<file path="src/rtl/core/mtep_pkg.sv">
// Shared types and constants of the MIDI track event parser.
package mtep_pkg;

    localparam int MAX_LENGTH_BYTES_DEF = 4;

    localparam int BYTE_W = 8;
    localparam int DATA_W = 7;
    localparam int TICK_W = 32;
    localparam int LEN_W  = 28;
    localparam int CNT_W  = 2;

    localparam int APB_ADDR_W = 3;
    localparam int APB_DATA_W = 32;

    // Register map, as word indexes.
    localparam logic REG_TRACK_LENGTH = 1'b0;

    localparam logic [BYTE_W-1:0] META_STATUS    = 8'hFF;
    localparam logic [BYTE_W-1:0] END_OF_TRACK   = 8'h2F;
    localparam logic [BYTE_W-1:0] SYSTEM_STATUS  = 8'hF0;
    localparam logic [3:0]        PROGRAM_CHANGE = 4'hC;
    localparam logic [3:0]        CHAN_PRESSURE  = 4'hD;

    typedef enum logic [3:0] {
        PH_DELTA,
        PH_STATUS,
        PH_DATA1,
        PH_DATA2,
        PH_MTYPE,
        PH_MLEN,
        PH_PAYLOAD
    } phase_t;

    typedef enum logic [2:0] {
        KIND_CHANNEL      = 3'd0,
        KIND_META_HEADER  = 3'd1,
        KIND_META_PAYLOAD = 3'd2,
        KIND_END_TRACK    = 3'd3,
        KIND_ERROR        = 3'd4
    } kind_t;

    typedef struct packed {
        kind_t             kind;
        logic [TICK_W-1:0] tick;
        logic [BYTE_W-1:0] code;
        logic [DATA_W-1:0] first;
        logic [DATA_W-1:0] second;
        logic [CNT_W-1:0]  count;
        logic [LEN_W-1:0]  mlen;
        logic [BYTE_W-1:0] payload;
        logic              last;
    } result_t;

endpackage

</file>
<file path="src/rtl/core/mtep_apb_regs.sv">
// APB configuration register holding the track length.
module mtep_apb_regs (
    input  logic                              clk,
    input  logic                              rst_n,
    input  logic                              psel,
    input  logic                              penable,
    input  logic                              pwrite,
    input  logic [mtep_pkg::APB_ADDR_W-1:0]   paddr,
    input  logic [mtep_pkg::APB_DATA_W-1:0]   pwdata,
    output logic [mtep_pkg::APB_DATA_W-1:0]   prdata,
    output logic                              pready,
    output logic [mtep_pkg::TICK_W-1:0]       track_length
);

    logic [mtep_pkg::TICK_W-1:0] length_reg;
    logic                        sel_length;

    // The low two address bits select a byte within the word and are ignored.
    assign sel_length = (paddr[2] == mtep_pkg::REG_TRACK_LENGTH);

    always_ff @(posedge clk or negedge rst_n)
    begin
        if (!rst_n)
        begin
            length_reg <= '0;
        end
        else if (psel && penable && pwrite && sel_length)
        begin
            length_reg <= pwdata;
        end
    end

    assign prdata       = sel_length ? length_reg : '0;
    assign pready       = 1'b1;
    assign track_length = length_reg;

endmodule

</file>
<file path="src/rtl/core/mtep_in_stage.sv">
// Input register that holds one track byte for the decoder.
module mtep_in_stage (
    input  logic                          clk,
    input  logic                          rst_n,
    input  logic                          in_valid,
    input  logic [mtep_pkg::BYTE_W-1:0]   in_byte,
    output logic                          in_ready,
    input  logic                          take,
    output logic                          beat_valid,
    output logic [mtep_pkg::BYTE_W-1:0]   beat_byte
);

    logic                        valid_reg;
    logic                        valid_next;
    logic [mtep_pkg::BYTE_W-1:0] byte_reg;

    assign in_ready = !valid_reg || take;

    always_comb
    begin
        valid_next = valid_reg;
        if (in_ready)
        begin
            valid_next = in_valid;
        end
    end

    always_ff @(posedge clk or negedge rst_n)
    begin
        if (!rst_n)
        begin
            valid_reg <= 1'b0;
        end
        else
        begin
            valid_reg <= valid_next;
        end
    end

    always_ff @(posedge clk)
    begin
        if (in_ready && in_valid)
        begin
            byte_reg <= in_byte;
        end
    end

    assign beat_valid = valid_reg;
    assign beat_byte  = byte_reg;

endmodule

</file>
<file path="src/rtl/core/mtep_decoder.sv">
// Parser state and the per-byte decode of delta times, channel and meta events.
module mtep_decoder #(
    parameter int MAX_LENGTH_BYTES = mtep_pkg::MAX_LENGTH_BYTES_DEF
) (
    input  logic                          clk,
    input  logic                          rst_n,
    input  logic                          step,
    input  logic [mtep_pkg::BYTE_W-1:0]   beat_byte,
    input  logic [mtep_pkg::TICK_W-1:0]   track_length,
    output logic                          res_valid,
    output mtep_pkg::result_t             res
);

    localparam int LBC_W = (MAX_LENGTH_BYTES > 1) ? $clog2(MAX_LENGTH_BYTES) : 1;

    mtep_pkg::phase_t            phase_reg,    phase_next;
    logic [mtep_pkg::BYTE_W-1:0] status_reg,   status_next;
    logic [mtep_pkg::TICK_W-1:0] tick_reg,     tick_next;
    logic [mtep_pkg::LEN_W-1:0]  acc_reg,      acc_next;
    logic [LBC_W-1:0]            lcnt_reg,     lcnt_next;
    logic [mtep_pkg::BYTE_W-1:0] mtype_reg,    mtype_next;
    logic [mtep_pkg::LEN_W-1:0]  remain_reg,   remain_next;
    logic [mtep_pkg::DATA_W-1:0] held_reg,     held_next;
    logic [mtep_pkg::TICK_W-1:0] consumed_reg, consumed_next;

    logic                        beyond;
    logic                        clear_all;
    logic [mtep_pkg::LEN_W-1:0]  acc_new;
    logic                        len_cont;
    logic                        len_over;
    logic                        one_byte;
    logic                        is_system;
    logic [mtep_pkg::LEN_W-1:0]  remain_dec;

    assign beyond     = (consumed_reg >= track_length);
    assign acc_new    = {acc_reg[mtep_pkg::LEN_W-mtep_pkg::DATA_W-1:0],
                         beat_byte[mtep_pkg::DATA_W-1:0]};
    assign len_cont   = beat_byte[7];
    assign len_over   = len_cont &&
                        (({1'b0, lcnt_reg} + (LBC_W+1)'(1)) >= (LBC_W+1)'(MAX_LENGTH_BYTES));
    assign one_byte   = (status_reg[7:4] == mtep_pkg::PROGRAM_CHANGE) ||
                        (status_reg[7:4] == mtep_pkg::CHAN_PRESSURE);
    assign is_system  = (beat_byte >= mtep_pkg::SYSTEM_STATUS);
    assign remain_dec = remain_reg - mtep_pkg::LEN_W'(1);

    // Next state.
    always_comb
    begin
        phase_next    = phase_reg;
        status_next   = status_reg;
        tick_next     = tick_reg;
        acc_next      = acc_reg;
        lcnt_next     = lcnt_reg;
        mtype_next    = mtype_reg;
        remain_next   = remain_reg;
        held_next     = held_reg;
        consumed_next = consumed_reg;
        clear_all     = 1'b0;

        if (step)
        begin
            if (beyond)
            begin
                clear_all = 1'b1;
            end
            else
            begin
                consumed_next = consumed_reg + mtep_pkg::TICK_W'(1);
                unique case (phase_reg)
                    mtep_pkg::PH_STATUS:
                    begin
                        if (beat_byte == mtep_pkg::META_STATUS)
                        begin
                            phase_next = mtep_pkg::PH_MTYPE;
                        end
                        else if (is_system)
                        begin
                            phase_next = mtep_pkg::PH_DELTA;
                            acc_next   = '0;
                            lcnt_next  = '0;
                        end
                        else if (beat_byte[7])
                        begin
                            status_next = beat_byte;
                            phase_next  = mtep_pkg::PH_DATA1;
                        end
                        else if (status_reg == '0)
                        begin
                            phase_next = mtep_pkg::PH_DELTA;
                            acc_next   = '0;
                            lcnt_next  = '0;
                        end
                        else if (one_byte)
                        begin
                            phase_next = mtep_pkg::PH_DELTA;
                        end
                        else
                        begin
                            held_next  = beat_byte[mtep_pkg::DATA_W-1:0];
                            phase_next = mtep_pkg::PH_DATA2;
                        end
                    end
                    mtep_pkg::PH_DATA1:
                    begin
                        if (one_byte)
                        begin
                            phase_next = mtep_pkg::PH_DELTA;
                        end
                        else
                        begin
                            held_next  = beat_byte[mtep_pkg::DATA_W-1:0];
                            phase_next = mtep_pkg::PH_DATA2;
                        end
                    end
                    mtep_pkg::PH_DATA2:
                    begin
                        phase_next = mtep_pkg::PH_DELTA;
                    end
                    mtep_pkg::PH_MTYPE:
                    begin
                        mtype_next = beat_byte;
                        acc_next   = '0;
                        lcnt_next  = '0;
                        phase_next = mtep_pkg::PH_MLEN;
                    end
                    mtep_pkg::PH_MLEN:
                    begin
                        acc_next = acc_new;
                        if (len_over)
                        begin
                            phase_next = mtep_pkg::PH_DELTA;
                            acc_next   = '0;
                            lcnt_next  = '0;
                        end
                        else if (len_cont)
                        begin
                            lcnt_next = lcnt_reg + LBC_W'(1);
                        end
                        else if (mtype_reg == mtep_pkg::END_OF_TRACK)
                        begin
                            clear_all = 1'b1;
                        end
                        else
                        begin
                            remain_next = acc_new;
                            acc_next    = '0;
                            lcnt_next   = '0;
                            phase_next  = (acc_new == '0) ? mtep_pkg::PH_DELTA
                                                          : mtep_pkg::PH_PAYLOAD;
                        end
                    end
                    mtep_pkg::PH_PAYLOAD:
                    begin
                        remain_next = remain_dec;
                        if (remain_dec == '0)
                        begin
                            phase_next = mtep_pkg::PH_DELTA;
                        end
                    end
                    default:
                    begin
                        // Delta time: a variable-length quantity added to the tick.
                        acc_next = acc_new;
                        if (len_over)
                        begin
                            phase_next = mtep_pkg::PH_DELTA;
                            acc_next   = '0;
                            lcnt_next  = '0;
                        end
                        else if (len_cont)
                        begin
                            lcnt_next = lcnt_reg + LBC_W'(1);
                        end
                        else
                        begin
                            tick_next  = tick_reg + {4'b0000, acc_new};
                            acc_next   = '0;
                            lcnt_next  = '0;
                            phase_next = mtep_pkg::PH_STATUS;
                        end
                    end
                endcase
            end

            if (clear_all)
            begin
                phase_next    = mtep_pkg::PH_DELTA;
                status_next   = '0;
                tick_next     = '0;
                acc_next      = '0;
                lcnt_next     = '0;
                mtype_next    = '0;
                remain_next   = '0;
                held_next     = '0;
                consumed_next = '0;
            end
        end
    end

    // Result of the current beat; the tick is the sum before this beat.
    always_comb
    begin
        res_valid   = 1'b0;
        res         = '0;
        res.tick    = tick_reg;
        res.kind    = mtep_pkg::KIND_ERROR;
        res.last    = 1'b1;

        if (step)
        begin
            if (beyond)
            begin
                res_valid = 1'b1;
                res.kind  = mtep_pkg::KIND_END_TRACK;
                res.code  = mtep_pkg::END_OF_TRACK;
            end
            else
            begin
                unique case (phase_reg)
                    mtep_pkg::PH_STATUS:
                    begin
                        if (beat_byte != mtep_pkg::META_STATUS && is_system)
                        begin
                            res_valid = 1'b1;
                        end
                        else if (!beat_byte[7] && status_reg == '0)
                        begin
                            res_valid = 1'b1;
                        end
                        else if (!beat_byte[7] && one_byte)
                        begin
                            res_valid = 1'b1;
                            res.kind  = mtep_pkg::KIND_CHANNEL;
                            res.code  = status_reg;
                            res.first = beat_byte[mtep_pkg::DATA_W-1:0];
                            res.count = mtep_pkg::CNT_W'(1);
                        end
                    end
                    mtep_pkg::PH_DATA1:
                    begin
                        if (one_byte)
                        begin
                            res_valid = 1'b1;
                            res.kind  = mtep_pkg::KIND_CHANNEL;
                            res.code  = status_reg;
                            res.first = beat_byte[mtep_pkg::DATA_W-1:0];
                            res.count = mtep_pkg::CNT_W'(1);
                        end
                    end
                    mtep_pkg::PH_DATA2:
                    begin
                        res_valid  = 1'b1;
                        res.kind   = mtep_pkg::KIND_CHANNEL;
                        res.code   = status_reg;
                        res.first  = held_reg;
                        res.second = beat_byte[mtep_pkg::DATA_W-1:0];
                        res.count  = mtep_pkg::CNT_W'(2);
                    end
                    mtep_pkg::PH_MTYPE:
                    begin
                        res_valid = 1'b0;
                    end
                    mtep_pkg::PH_MLEN:
                    begin
                        if (len_over)
                        begin
                            res_valid = 1'b1;
                        end
                        else if (!len_cont)
                        begin
                            res_valid = 1'b1;
                            res.mlen  = acc_new;
                            if (mtype_reg == mtep_pkg::END_OF_TRACK)
                            begin
                                res.kind = mtep_pkg::KIND_END_TRACK;
                                res.code = mtep_pkg::END_OF_TRACK;
                            end
                            else
                            begin
                                res.kind = mtep_pkg::KIND_META_HEADER;
                                res.code = mtype_reg;
                                res.last = (acc_new == '0);
                            end
                        end
                    end
                    mtep_pkg::PH_PAYLOAD:
                    begin
                        res_valid   = 1'b1;
                        res.kind    = mtep_pkg::KIND_META_PAYLOAD;
                        res.code    = mtype_reg;
                        res.payload = beat_byte;
                        res.last    = (remain_dec == '0);
                    end
                    default:
                    begin
                        res_valid = len_over;
                    end
                endcase
            end
        end
    end

    always_ff @(posedge clk or negedge rst_n)
    begin
        if (!rst_n)
        begin
            phase_reg    <= mtep_pkg::PH_DELTA;
            status_reg   <= '0;
            tick_reg     <= '0;
            acc_reg      <= '0;
            lcnt_reg     <= '0;
            mtype_reg    <= '0;
            remain_reg   <= '0;
            held_reg     <= '0;
            consumed_reg <= '0;
        end
        else
        begin
            phase_reg    <= phase_next;
            status_reg   <= status_next;
            tick_reg     <= tick_next;
            acc_reg      <= acc_next;
            lcnt_reg     <= lcnt_next;
            mtype_reg    <= mtype_next;
            remain_reg   <= remain_next;
            held_reg     <= held_next;
            consumed_reg <= consumed_next;
        end
    end

endmodule

</file>
<file path="src/rtl/core/mtep_out_stage.sv">
// Result register toward the consumer.
module mtep_out_stage (
    input  logic              clk,
    input  logic              rst_n,
    input  logic              load,
    input  mtep_pkg::result_t res_in,
    input  logic              out_ready,
    output logic              can_take,
    output logic              out_valid,
    output mtep_pkg::result_t res_out
);

    logic              valid_reg;
    logic              valid_next;
    mtep_pkg::result_t res_reg;

    assign can_take = !valid_reg || out_ready;

    always_comb
    begin
        valid_next = valid_reg;
        if (load)
        begin
            valid_next = 1'b1;
        end
        else if (out_ready)
        begin
            valid_next = 1'b0;
        end
    end

    always_ff @(posedge clk or negedge rst_n)
    begin
        if (!rst_n)
        begin
            valid_reg <= 1'b0;
        end
        else
        begin
            valid_reg <= valid_next;
        end
    end

    always_ff @(posedge clk)
    begin
        if (load)
        begin
            res_reg <= res_in;
        end
    end

    assign out_valid = valid_reg;
    assign res_out   = res_reg;

endmodule

</file>
<file path="src/rtl/core/midi_track_event_parser.sv">
// Top level of the MIDI track event parser.
//
//   channel   direction  handshake                       payload
//   track     in         track_valid / track_ready       track_byte
//   result    out        result_valid / result_ready     result_kind .. last_of_event
//   config    in         APB psel/penable/pwrite/pready  paddr, pwdata, prdata
//
// One track byte is taken per cycle while the result register can take one; its result,
// if any, is loaded into the result register at the edge that accepts its beat (input
// register, then decode into the result register).
// The decode is one pass of next-state logic over the parser state.
// Reset clears the parser state, the valid flags and track_length.
// A stalled result holds the result register; the input register then fills and
// track_ready drops until the consumer takes the beat.
module midi_track_event_parser #(
    parameter int MAX_LENGTH_BYTES = mtep_pkg::MAX_LENGTH_BYTES_DEF
) (
    input  logic                            clk,
    input  logic                            rst_n,
    input  logic                            track_valid,
    output logic                            track_ready,
    input  logic [7:0]                      track_byte,
    output logic                            result_valid,
    input  logic                            result_ready,
    output logic [2:0]                      result_kind,
    output logic [31:0]                     tick_time,
    output logic [7:0]                      event_code,
    output logic [6:0]                      first_data,
    output logic [6:0]                      second_data,
    output logic [1:0]                      data_count,
    output logic [27:0]                     meta_length,
    output logic [7:0]                      payload_byte,
    output logic                            last_of_event,
    input  logic                            psel,
    input  logic                            penable,
    input  logic                            pwrite,
    input  logic [mtep_pkg::APB_ADDR_W-1:0] paddr,
    input  logic [mtep_pkg::APB_DATA_W-1:0] pwdata,
    output logic [mtep_pkg::APB_DATA_W-1:0] prdata,
    output logic                            pready
);

    logic                        beat_valid;
    logic [mtep_pkg::BYTE_W-1:0] beat_byte;
    logic                        can_take;
    logic                        step;
    logic                        res_valid;
    mtep_pkg::result_t           res;
    mtep_pkg::result_t           res_out;
    logic [mtep_pkg::TICK_W-1:0] track_length;

    assign step = beat_valid && can_take;

    mtep_apb_regs u_regs (
        .clk          (clk),
        .rst_n        (rst_n),
        .psel         (psel),
        .penable      (penable),
        .pwrite       (pwrite),
        .paddr        (paddr),
        .pwdata       (pwdata),
        .prdata       (prdata),
        .pready       (pready),
        .track_length (track_length)
    );

    mtep_in_stage u_in (
        .clk        (clk),
        .rst_n      (rst_n),
        .in_valid   (track_valid),
        .in_byte    (track_byte),
        .in_ready   (track_ready),
        .take       (step),
        .beat_valid (beat_valid),
        .beat_byte  (beat_byte)
    );

    mtep_decoder #(
        .MAX_LENGTH_BYTES (MAX_LENGTH_BYTES)
    ) u_dec (
        .clk          (clk),
        .rst_n        (rst_n),
        .step         (step),
        .beat_byte    (beat_byte),
        .track_length (track_length),
        .res_valid    (res_valid),
        .res          (res)
    );

    mtep_out_stage u_out (
        .clk       (clk),
        .rst_n     (rst_n),
        .load      (res_valid),
        .res_in    (res),
        .out_ready (result_ready),
        .can_take  (can_take),
        .out_valid (result_valid),
        .res_out   (res_out)
    );

    assign result_kind   = res_out.kind;
    assign tick_time     = res_out.tick;
    assign event_code    = res_out.code;
    assign first_data    = res_out.first;
    assign second_data   = res_out.second;
    assign data_count    = res_out.count;
    assign meta_length   = res_out.mlen;
    assign payload_byte  = res_out.payload;
    assign last_of_event = res_out.last;

endmodule

</file>
<file path="config.mk">
export PLATFORM = sky130hd
export DESIGN_NAME = midi_track_event_parser
export DESIGN_NICKNAME = d
export VERILOG_FILES = /design/src/rtl/core/mtep_pkg.sv /design/src/rtl/core/mtep_apb_regs.sv /design/src/rtl/core/mtep_in_stage.sv /design/src/rtl/core/mtep_decoder.sv /design/src/rtl/core/mtep_out_stage.sv /design/src/rtl/core/midi_track_event_parser.sv
export SDC_FILE = /design/constraint.sdc
export NUM_CORES = 1
export LEC_CHECK = 0
export BUFFER_PORTS_ARGS = -buffer_cell sky130_fd_sc_hd__buf_4
export CAP_MARGIN = 20
export CORE_MARGIN = 2
export CORE_UTILIZATION = 36
export CTS_CLUSTER_DIAMETER = 30
export DETAILED_ROUTE_END_ITERATION = 6
export PLACE_DENSITY_LB_ADDON = 0.3
export SETUP_SLACK_MARGIN = 0.3
export SLEW_MARGIN = 25
export SYNTH_ARGS = -nofsm -noshare
export SYNTH_HDL_FRONTEND = slang
export SYNTH_HIERARCHICAL = 1
export SYNTH_SLANG_ARGS = --single-unit
</file>
<file path="constraint.sdc">
create_clock -name clk -period 7.4 [get_ports clk]
set_input_delay 0.74 -clock clk [delete_from_list [all_inputs] [get_ports clk]]
set_output_delay 0.74 -clock clk [all_outputs]
set_load 0.005 [all_outputs]
</file>
==> Implementation_results.wiki, run 1 <==
{| class="wikitable"
! Metric !! Value
|-
| Upper clock frequency limit || 269 MHz
|-
| Routed vias || 11600
|-
| Number of flip-flops under the largest register name || 96
|-
| Storage element area || 7500 µm²
|-
| H-Tree Level Count || 3
|-
| Antenna diode instance count || 0
|-
| Sequential-to-total area share from yosys stat || 0.509
|-
| Count of endpoints failing hold in the final timing report || 0
|-
| Die extent in y || 206 µm
|-
| Unrepaired setup endpoints after global routing || false
|-
| CP required || 7.84 ns
|-
| Crit Reg-Reg Startpoint || u_regs/track_length[27]
|-
| TritonCTS clock tree || done
|-
| Critical-path cell list || inv_1 > ha_1 > and2_1 > a221o_1 > a221oi_2 > nand3_1 > a21oi_1 > o31a_1 > nor3b_2 > buf_4 > mux2_2
|-
| Max capacitance violation total || 0
|-
| Number of endpoints failing setup at the final stage || 0
|-
| Ys async rst share || 0.627
|-
| Cell Area, Synth || 14800 µm²
|-
| Setup total negative slack || 0 ns
|-
| Type of origin of the critical path || register
|-
| Detailed Place HPWL || 27.3 mm
|-
| Arrival time worst endpoint || 4.16 ns
|-
| CP max-delay cell || sky130_fd_sc_hd__o31a_1
|-
| Met2 capacity usage during global routing || 0.304
|-
| Sinks on Clock Net || 279
|-
| Critical path fanouts, max || 23
|-
| Clock Pin Slew Worst Setup and Hold Paths || 0.05 ns
|-
| Drt first-iter violations || 817
|-
| Fillers || 3711
|-
| Multiplexer area fraction after synthesis || 0.0403
|-
| Worst-Margin Slew || 0.993 ns
|-
| Total overflow reported by the global router || 0
|-
| Core utilization of the finished layout || 0.473
|-
| Clock root buffer || sky130_fd_sc_hd__clkbuf_16
|-
| Final wirelength || 40.4 mm
|-
| Resized cells post-CTS || 0
|-
| Port bufs || 177
|-
| Initial core utilization || 0.363
|-
| Rows || 74
|-
| Area of the placeable core || 40600 µm²
|-
| Synth Instances || 1360
|-
| Total power of the final layout || 8.23 mW
|-
| Number of flops mapped to enable cells by yosys || 104
|-
| Count of antenna-violating nets left after detailed routing || 0
|-
| Top-level port count || 181
|-
| Number of nets in the finished design || 1676
|-
| Crit path from || u_regs/track_length[27]
|-
| CTS Hold Bufs || 0
|-
| Number of antenna violations at the first check in global routing || 0
|-
| Status || complete, no violations
|-
| Largest net degree at the start of global routing || 73
|-
| Crit share post-route || 0.502
|-
| Cts bufs inserted || 69
|-
| Warning count from the yosys run || 6
|-
| Family of cells with the greatest summed delay on the critical path || compound AO/OA/AOI/OAI gates
|-
| Fraction of layout instances using a drive strength above 1 || 0.239
|-
| Number of flip-flops and latches in the synthesized netlist || 279
|-
| Die width || 206 µm
|-
| Syn_nets || 1475
|-
| Area of the die || 42600 µm²
|-
| Clock network latency to the later pin of the worst-skew pair || 0.58 ns
|-
| Combinational family with the most area after synthesis || simple AND/OR/NAND/NOR gates
|-
| Met1 capacity usage during global routing || 0.250
|-
| Met3 layer usage reported by global route || 0.0399
|-
| Synth-to-Final Area Change || 30.2%
|-
| Synthesized-area fraction occupied by adder cells || 0.0556
|-
| Vias per inst || 5.41
|-
| Leakage power summed over all cells || 8.59 nW
|-
| Overall global routing resource usage || 0.192
|-
| Post-Synth XOR/XNOR Area || 0.0279
|-
| Via count of the first global-routing pass || 11600
|-
| Pins Over Slew Limit || 0
|-
| Crit Path Category || register to register
|-
| Class of the tightest hold or removal check || input port to async pin
|-
| Slowest cell delay on critical path || 0.79 ns
|-
| Count of buffering cells on the critical path with inverters included || 2
|-
| Setup repair bufs after CTS || 0
|-
| Share of the synthesized area in compound gates (AO/OA/AOI/OAI) || 0.167
|-
| Detailed-route wire length per cell || 18.8 µm
|-
| Layer carrying the most global-route usage || met2
|-
| Post-layout min period || 3.72 ns
|-
| Residual DRC count || 0
|-
| Area share of and/or/nand/nor cells after synthesis || 0.167
|-
| Number of optimization iterations in the first detailed-route pass || 6
|-
| Headroom to the max-slew limit || 0.338
|-
| RD Place Congestion || 0.887
|-
| Count of unique library cells instantiated by Yosys || 81
|-
| Wire length of the first global-routing pass || 63.8 mm
|-
| Skew final || 0.0326 ns
|-
| Worst-case clock buffer depth || 3
|-
| IR Drop Worst-Case VDD || 0.000175 V
|-
| Dominant register cell in the synthesized netlist || sky130_fd_sc_hd__dfrtp_1
|-
| Kind of capture point of the worst setup path || register
|-
| Post-synthesis area per instance || 10.8 µm²
|-
| Multi-input logic area || 6810 µm²
|-
| Pwr per Cell Area || 428 nW/µm²
|}
## report_power, final
| part | internal [mW] | switching [mW] | total, mW |
|---|---|---|---|
| sequential | 2.20 | 0.475 | 2.67 |
| clock | 2.32 | 0.954 | 3.27 |
| combinational | 1.06 | 1.22 | 2.28 |
| total | 5.58 | 2.65 | 8.23 |
## area by class of cell
| class | count | share of cell area |
|---|---|---|
| clock buffer | 81 | 0.0966 |
| clock inverter | 47 | 0.0358 |
| inverter | 53 | 0.0104 |
| multi-input combinational | 960 | 0.355 |
| sequential | 279 | 0.390 |
| tap | 532 | 0.0346 |
| timing repair buffer | 198 | 0.0776 |
## stage by stage
step                      worst slack, ns  area [µm²]  hold slack, ns  instances
after floorplan                      2.54       14800           0.433       1360
after global placement               3.81       16700           0.450       2022
after detailed placement             3.72       16700           0.456       2022
after CTS                            3.69       19200           0.157       2150
after global routing                 3.39       19200           0.187       2150
final                                3.68       19200           0.153       2150
## synth_stat cells, types with 20 or more instances
cell,number,area [µm²]
sky130_fd_sc_hd__nand4_1,21,131
sky130_fd_sc_hd__nand2_1,97,364
sky130_fd_sc_hd__inv_1,53,199
sky130_fd_sc_hd__nor4_1,25,156
sky130_fd_sc_hd__a22o_1,50,438
sky130_fd_sc_hd__and2_1,45,282
sky130_fd_sc_hd__clkbuf_1,55,206
sky130_fd_sc_hd__o211ai_1,22,165
sky130_fd_sc_hd__dfrtp_1,175,4380
sky130_fd_sc_hd__nor2b_1,40,250
sky130_fd_sc_hd__xor2_1,25,219
sky130_fd_sc_hd__o21ai_0,56,280
sky130_fd_sc_hd__edfxtp_1,104,3120
sky130_fd_sc_hd__a22oi_1,20,150
sky130_fd_sc_hd__nor2_1,77,289
sky130_fd_sc_hd__mux2_4,30,450
sky130_fd_sc_hd__nor3_1,31,155
sky130_fd_sc_hd__ha_1,64,801
sky130_fd_sc_hd__nand3_1,23,115
sky130_fd_sc_hd__xnor2_1,22,193
sky130_fd_sc_hd__a21oi_1,78,390
## cells by family after synthesis
kind of cell / after synthesis
mux: 44
simple gates: 452
buf+inv: 121
compound gates: 351
fa+ha+maj: 65
other cells: 1
xor+xnor: 47
flops: 279
## worst paths after layout
check / cells past startpoint / end / slack (ns)
max: 11 / u_dec/lcnt_reg[0] / 3.68
min: 1 / u_dec/tick_reg[12] / 0.15
max reg2reg: 11 / u_dec/lcnt_reg[0] / 3.68
min reg2reg: 0 / u_out/res_out[92] / 0.47
max in group asynchronous: 2 / u_regs/track_length[27] / 5.88
min in group clk: 1 / u_in/beat_byte[7] / 0.35
## placed cells by master (no fill, tap or decap), types with 17 or more instances in the layout
cell type	count
sky130_fd_sc_hd__a21o_1	17
sky130_fd_sc_hd__o21ai_0	56
sky130_fd_sc_hd__buf_4	197
sky130_fd_sc_hd__inv_1	53
sky130_fd_sc_hd__nor2_1	77
sky130_fd_sc_hd__nor2b_1	40
sky130_fd_sc_hd__a22o_1	50
sky130_fd_sc_hd__edfxtp_1	104
sky130_fd_sc_hd__and2_1	45
sky130_fd_sc_hd__a21oi_1	78
sky130_fd_sc_hd__ha_1	64
sky130_fd_sc_hd__dfrtp_1	175
sky130_fd_sc_hd__and3_1	19
sky130_fd_sc_hd__xor2_1	25
sky130_fd_sc_hd__nor4_1	24
sky130_fd_sc_hd__nand3_1	23
sky130_fd_sc_hd__xnor2_1	22
sky130_fd_sc_hd__mux2_4	30
sky130_fd_sc_hd__a22oi_1	20
sky130_fd_sc_hd__o211ai_1	22
sky130_fd_sc_hd__nand4_1	21
sky130_fd_sc_hd__clkbuf_16	72
sky130_fd_sc_hd__nand2_1	97
sky130_fd_sc_hd__nor3_1	29
## metal layers
layer | vias up | wire (µm)
li1 | 5536 | -
met1 | 5606 | 17300
met2 | 395 | 19200
met3 | 95 | 2420
met4 | 0 | 1480
met5 | - | 0
Power figures use the tool's default switching activity.
==> inputs of run 2 (changes only) <==
--- a/config.mk
+++ b/config.mk
@@ -5,6 +5,7 @@
 export SDC_FILE = /design/constraint.sdc
 export NUM_CORES = 1
 export LEC_CHECK = 0
+export ABC_AREA = 1
 export BUFFER_PORTS_ARGS = -buffer_cell sky130_fd_sc_hd__buf_4
 export CAP_MARGIN = 20
 export CORE_MARGIN = 2
==> constraint.sdc (replaced) <==
create_clock -name clk -period 3.4 [get_ports clk]
set_input_delay 0.34 -clock clk [delete_from_list [all_inputs] [get_ports clk]]
set_output_delay 0.34 -clock clk [all_outputs]
set_load 0.005 [all_outputs]
==> Implementation_results.wiki, run 2 <==
{| class="wikitable"
! Metric !! Value
|-
| TritonCTS clock tree || done
|-
| Pre-CTS setup slack || 0.413 ns
|-
| Count of unique library cells instantiated by Yosys || 49
|-
| RD Place Congestion || 0.881
|-
| Residual DRC count || 0
|-
| Antenna diode instance count || 0
|-
| Most instantiated cells after synthesis || 448 x sky130_fd_sc_hd__nand2_1, 252 x sky130_fd_sc_hd__inv_1, 215 x sky130_fd_sc_hd__nor2_1, 175 x sky130_fd_sc_hd__dfrtp_1, 114 x sky130_fd_sc_hd__nand3_1
|-
| Cell Area, Synth || 15400 µm²
|-
| Post-layout min period || 2.88 ns
|-
| Largest area contributor in the synthesized netlist || sky130_fd_sc_hd__dfrtp_1
|-
| Upper clock frequency limit || 348 MHz
|-
| Number of flops mapped to enable cells by yosys || 104
|-
| Number of antenna violations at the first check in global routing || 0
|-
| Port bufs || 177
|-
| Critical path fanouts, max || 4
|-
| Status || complete, no violations
|-
| Pwr per Cell Area || 911 nW/µm²
|-
| Final wirelength || 42.9 mm
|-
| Fraction of layout instances using a drive strength above 1 || 0.159
|-
| Number of endpoints failing setup at the final stage || 0
|-
| Warning count from the yosys run || 6
|-
| Class of the tightest hold or removal check || input port to register
|-
| Number of cells after detailed placement || 2565
|-
| Crit path from || u_in/beat_byte[0]
|-
| Synth-to-Final Area Change || 29.3%
|-
| Arrival time worst endpoint || 3.33 ns
|-
| IR Drop Worst-Case VDD || 0.000344 V
|-
| Count of endpoints failing hold in the final timing report || 0
|-
| Post-synthesis area per instance || 8.19 µm²
|-
| Clock network latency to the later pin of the worst-skew pair || 0.58 ns
|-
| Sequential-to-total area share from yosys stat || 0.487
|-
| Skew final || 0.0249 ns
|-
| Cts bufs inserted || 67
|-
| Clock Pin Slew Worst Setup and Hold Paths || 0.04 ns
|-
| Dominant register cell in the synthesized netlist || sky130_fd_sc_hd__dfrtp_1
|-
| Type of origin of the critical path || register
|-
| Top-level port count || 181
|-
| H-Tree Level Count || 3
|-
| Commonest cells after routing, fill and taps aside || 446 x sky130_fd_sc_hd__nand2_1, 251 x sky130_fd_sc_hd__inv_1, 215 x sky130_fd_sc_hd__nor2_1
|-
| Final Instance Count excl. Fillers || 2718
|-
| Pins Over Slew Limit || 0
|-
| Synth Instances || 1882
|-
| Leading cell type in the layout, fill and taps excluded || sky130_fd_sc_hd__nand2_1
|-
| Area after detailed placement || 17300 µm²
|-
| Most instantiated library cell after synthesis || sky130_fd_sc_hd__nand2_1
|-
| Area of the die || 44500 µm²
|-
| Clock root buffer || sky130_fd_sc_hd__clkbuf_16
|-
| Area of the placeable core || 42100 µm²
|-
| Routed vias || 13600
|-
| Sinks on Clock Net || 279
|-
| Detailed Place HPWL || 31.1 mm
|-
| Crit share post-route || 0.846
|-
| Crit Path Category || register to register
|-
| Wire length of the first global-routing pass || 69.5 mm
|-
| Fillers || 3982
|-
| Worst-Margin Slew || 0.866 ns
|-
| Via count of the first global-routing pass || 13500
|-
| Ys async rst share || 0.627
|-
| Hold Startpoint || pwdata[1]
|-
| Number of flip-flops and latches in the synthesized netlist || 279
|-
| Overall global routing resource usage || 0.196
|-
| Crit Reg-Reg Startpoint || u_in/beat_byte[0]
|-
| Detailed-route wire length per cell || 15.8 µm
|-
| Area fraction of the dominant cell type after synthesis || 0.284
|-
| Die extent in y || 211 µm
|-
| Vias per inst || 4.99
|-
| Cell area after layout || 19900 µm²
|-
| Rows || 75
|-
| Die width || 211 µm
|-
| Smallest setup slack after layout || 0.524 ns
|-
| Number of flip-flops under the largest register name || 96
|-
| Count of antenna-violating nets left after detailed routing || 0
|-
| Leakage power summed over all cells || 9.55 nW
|-
| Headroom to the max-slew limit || 0.421
|-
| Kind of capture point of the worst setup path || register
|-
| Largest net degree at the start of global routing || 84
|-
| Total overflow reported by the global router || 0
|-
| Initial core utilization || 0.366
|-
| Max capacitance violation total || 0
|-
| Syn_nets || 1997
|-
| Core utilization of the finished layout || 0.473
|-
| Unrepaired setup endpoints after global routing || false
|-
| Drt first-iter violations || 799
|-
| Worst-case clock buffer depth || 3
|-
| Number of nets in the finished design || 2243
|-
| Dominant cells by area after synthesis || sky130_fd_sc_hd__dfrtp_1 28%, sky130_fd_sc_hd__edfxtp_1 20%, sky130_fd_sc_hd__nand2_1 11%, sky130_fd_sc_hd__inv_1 6.1%, sky130_fd_sc_hd__nor2_1 5.2%
|-
| CP required || 3.85 ns
|-
| Number of optimization iterations in the first detailed-route pass || 5
|}
[run 2: worst paths after layout]
kind                                               end  slack [ns]  cells after the start
worst max register to register      u_dec/tick_reg[28]        0.52                     12
max in group asynchronous           u_dec/mtype_reg[7]        1.97                      3
min in group asynchronous           u_dec/tick_reg[24]        0.41                      2
worst min register to register       u_dec/held_reg[1]        0.47                      2
worst max-delay path                u_dec/tick_reg[28]        0.52                     12
worst min-delay path            u_regs/track_length[1]        0.02                      3
[run 2: layout make-up]
class                      instances  area (µm²)  share of cell area
tap                              539         674              0.0338
clock buffer                      87        1890              0.0946
inverter                         262         990              0.0496
timing repair buffer             229        1840              0.0924
sequential                       279        7500               0.376
multi-input combinational       1289        6690               0.335
clock inverter                    33         355              0.0178
[run 2: timing repair]
item,in CTS,in global routing
setup buffers,0,0
hold buffers,33,0
endpoints found under the hold margin,112,0
gates resized for setup,0,5
endpoints found under the setup margin,0,48
[run 2: logic make-up after synthesis]
| group | count (synthesis) | share of synthesized area |
|---|---|---|
| simple gates | 921 | 0.257 |
| compound gates | 254 | 0.0930 |
| xor+xnor | 48 | 0.0273 |
| other cells | 1 | 0.000243 |
| buf+inv | 314 | 0.0823 |
| flops | 279 | 0.487 |
| fa+ha+maj | 65 | 0.0533 |
[run 2: stage by stage]
| step | setup TNS, ns | power, mW | hold slack [ns] |
|---|---|---|---|
| after floorplan | -3.42 | 9.62 | 0.0444 |
| after global placement | 0 | 11.7 | 0.456 |
| after detailed placement | 0 | 11.8 | 0.463 |
| after CTS | 0 | 18.3 | 0.00000833 |
| after global routing | 0 | 19.4 | 0.0208 |
| final | 0 | 18.2 | 0.0245 |
[run 2: critical path: stages, from the launching register on]
cell                       delay (ns)
sky130_fd_sc_hd__edfxtp_1        0.50
sky130_fd_sc_hd__ha_1            0.29
sky130_fd_sc_hd__fa_1            0.45
sky130_fd_sc_hd__nand3_1         0.12
sky130_fd_sc_hd__nand2_1         0.08
sky130_fd_sc_hd__a21boi_1        0.27
sky130_fd_sc_hd__o21bai_1        0.20
sky130_fd_sc_hd__a21oi_1         0.34
sky130_fd_sc_hd__inv_1           0.11
sky130_fd_sc_hd__nand3_1         0.08
sky130_fd_sc_hd__nand3_1         0.10
sky130_fd_sc_hd__a21oi_1         0.16
sky130_fd_sc_hd__nor2_1          0.07
[run 2: routing by layer]
| layer | track usage | share of wire |
|---|---|---|
| met2 | 0.329 | 0.48 |
| met3 | 0.0465 | 0.064 |
| met5 | 0 | 0 |
| met1 | 0.242 | 0.43 |
| met4 | 0.0814 | 0.027 |
[run 2: where the power goes]
group / total [mW] / switching (mW) / internal, mW
registers: 5.45 / 0.779 / 4.67
clock network: 6.28 / 1.99 / 4.28
logic: 6.44 / 4.15 / 2.28
total: 18.2 / 6.93 / 11.2
==> inputs of run 3 (changes only) <==
==> constraint.sdc (replaced) <==
create_clock -name clk -period 3 [get_ports clk]
set_input_delay 0.3 -clock clk [delete_from_list [all_inputs] [get_ports clk]]
set_output_delay 0.3 -clock clk [all_outputs]
set_load 0.005 [all_outputs]
==> Implementation_results.wiki, run 3 (synthesis gave the netlist of run 2 again) <==
{| class="wikitable"
! Metric !! Value
|-
| TritonCTS clock tree || done
|-
| Detailed Place HPWL || 31.4 mm
|-
| Setup total negative slack || 0 ns
|-
| Sinks on Clock Net || 279
|-
| Number of flip-flops under the largest register name || 96
|-
| Register-to-Register Path Depth || 13
|-
| Leakage power summed over all cells || 9.88 nW
|-
| Residual DRC count || 0
|-
| Arrival time worst endpoint || 2.96 ns
|-
| Commonest cells after routing, fill and taps aside || 444 x sky130_fd_sc_hd__nand2_1, 249 x sky130_fd_sc_hd__inv_1, 213 x sky130_fd_sc_hd__nor2_1
|-
| Initial core utilization || 0.366
|-
| Rows || 75
|-
| Type of origin of the critical path || register
|-
| Clock root buffer || sky130_fd_sc_hd__clkbuf_16
|-
| IR Drop Worst-Case VDD || 0.000439 V
|-
| Die extent in y || 211 µm
|-
| Antenna diode instance count || 0
|-
| Area of the placeable core || 42100 µm²
|-
| Drt first-iter violations || 885
|-
| Port bufs || 177
|-
| Number of nets in the finished design || 2284
|-
| Pins Over Slew Limit || 0
|-
| RD Place Congestion || 0.895
|-
| Count of antenna-violating nets left after detailed routing || 0
|-
| Status || complete, no violations
|-
| Unrepaired setup endpoints after global routing || true
|-
| Fraction of layout instances using a drive strength above 1 || 0.186
|-
| Vias per inst || 4.97
|-
| Hold Startpoint || psel
|-
| Capture instance of the worst register-to-register path || u_out/res_out[95]
|-
| Area of the die || 44500 µm²
|-
| Number of instances on the worst hold path || 5
|-
| Reg-to-reg slack, setup || 0.35 ns
|-
| Kind of capture point of the worst setup path || register
|-
| Upper clock frequency limit || 377 MHz
|-
| Synth-to-Final Area Change || 34.5%
|-
| Worst-Margin Slew || 0.817 ns
|-
| Max capacitance violation total || 0
|-
| CP required || 3.31 ns
|-
| Skew final || 0.0240 ns
|-
| Crit Reg-Reg Startpoint || u_dec/consumed_reg[5]
|-
| Final wirelength || 44.6 mm
|-
| Leading cell type in the layout, fill and taps excluded || sky130_fd_sc_hd__nand2_1
|-
| Number of optimization iterations in the first detailed-route pass || 6
|-
| Total overflow reported by the global router || 0
|-
| Overall global routing resource usage || 0.199
|-
| Detailed-route wire length per cell || 16.1 µm
|-
| Routed vias || 13800
|-
| Crit Path Category || register to register
|-
| Cts bufs inserted || 73
|-
| Die width || 211 µm
|-
| Number of endpoints failing setup at the final stage || 0
|-
| Fillers || 3926
|-
| Count of endpoints failing hold in the final timing report || 0
|-
| Wire length of the first global-routing pass || 70.4 mm
|-
| Clock Pin Slew Worst Setup and Hold Paths || 0.04 ns
|-
| Worst Hold Path EP || u_regs/track_length[6]
|-
| Via count of the first global-routing pass || 13500
|-
| Number of antenna violations at the first check in global routing || 0
|-
| Post-layout min period || 2.65 ns
|-
| Class of the tightest hold or removal check || input port to register
|-
| Crit share post-route || 0.883
|-
| Clock network latency to the later pin of the worst-skew pair || 0.58 ns
|-
| Critical path fanouts, max || 21
|-
| Top-level port count || 181
|-
| Pwr per Cell Area || 1050 nW/µm²
|-
| Worst-case clock buffer depth || 3
|-
| H-Tree Level Count || 3
|-
| Number of cells after detailed placement || 2574
|-
| Final Instance Count excl. Fillers || 2769
|-
| Largest net degree at the start of global routing || 67
|-
| Headroom to the max-slew limit || 0.454
|}
[run 3: cell count changes in the layout (fill, tap and decap cells not counted), sizes merged]
| cell | before | now |
|---|---|---|
| buf | 196 | 219 |
| clkinv | 21 | 31 |
| inv | 266 | 263 |
| clkinvlp | 3 | 12 |
| bufinv | 5 | 8 |
| clkbuf | 87 | 86 |
| dlygate4sd3 | 33 | 43 |
[run 3: worst max-delay path by stage]
stage | start | slack, ns | cells after the start | to
final | u_dec/consumed_reg[5] | 0.35 | 13 | u_out/res_out[95]
after global routing | u_dec/consumed_reg[23] | 0.27 | 13 | u_dec/remain_reg[19]
after CTS | u_in/beat_byte[0] | 0.32 | 13 | u_dec/tick_reg[20]
after detailed placement | u_in/beat_byte[0] | 0.19 | 13 | u_dec/tick_reg[20]
after global placement | u_regs/track_length[31] | 0.25 | 13 | u_out/res_out[47]
after floorplan | u_dec/consumed_reg[5] | -0.44 | 11 | u_out/res_out[0]
[run 3: critical path: stages (launching register included)]
cell,delay (ns)
sky130_fd_sc_hd__dfrtp_2,0.44
sky130_fd_sc_hd__ha_4,0.25
sky130_fd_sc_hd__a21oi_1,0.13
sky130_fd_sc_hd__nor2_1,0.06
sky130_fd_sc_hd__nor3_1,0.13
sky130_fd_sc_hd__nand2_1,0.13
sky130_fd_sc_hd__o21ai_2,0.14
sky130_fd_sc_hd__nand2_2,0.09
sky130_fd_sc_hd__nand2_4,0.11
sky130_fd_sc_hd__nand2_8,0.09
sky130_fd_sc_hd__o31ai_4,0.26
sky130_fd_sc_hd__clkinvlp_4,0.18
sky130_fd_sc_hd__buf_4,0.18
sky130_fd_sc_hd__clkbuf_16,0.19
[run 3: cell type report]
class	instances	area, µm²	area share
Inverter	262	992	0.0479
Multi-Input combinational cell	1289	6840	0.330
Clock buffer	84	1960	0.0946
Tap cell	539	674	0.0325
Sequential cell	279	7500	0.362
Timing Repair Buffer	264	2220	0.107
Clock inverter	52	541	0.0261
[run 3: repair_timing]
| action | in CTS | in global routing |
|---|---|---|
| hold endpoints to repair | 103 | 0 |
| pin swaps | 0 | 9 |
| setup endpoints to repair | 30 | 253 |
| cloned | 0 | 3 |
| hold buffers | 43 | 0 |
| gates resized for setup | 4 | 39 |
| buffers inserted | 0 | 13 |
[run 3: metrics by stage]
stage / hold WS (ns) / utilization / setup WS, ns / instance area (µm²) / power (mW)
after floorplan: 0.00441 / - / -0.436 / 15400 / 10.9
after detailed placement: 0.367 / 0.414 / 0.194 / 17400 / 13.5
final: 0.271 / 0.492 / 0.351 / 20700 / 21.7
after global placement: 0.350 / 0.414 / 0.253 / 17400 / 13.3
after CTS: 0.248 / 0.484 / 0.321 / 20400 / 21.5
after global routing: 0.296 / 0.492 / 0.267 / 20700 / 23.1
[run 3: metal layers]
metal / GRT usage / share of wire / wire, µm / up-vias
li1: - / - / - / 6794
met1: 0.253 / 0.43 / 19200 / 6466
met2: 0.331 / 0.49 / 21700 / 419
met3: 0.0425 / 0.055 / 2440 / 83
met4: 0.0797 / 0.028 / 1260 / 0
met5: 0 / 0 / 0 / -
[run 3: power by group]
part           leakage (nW)  switching (mW)  internal, mW
Sequential             3.29           0.885          5.29
Clock                  1.21            2.43          5.37
Combinational          5.38            4.87          2.85
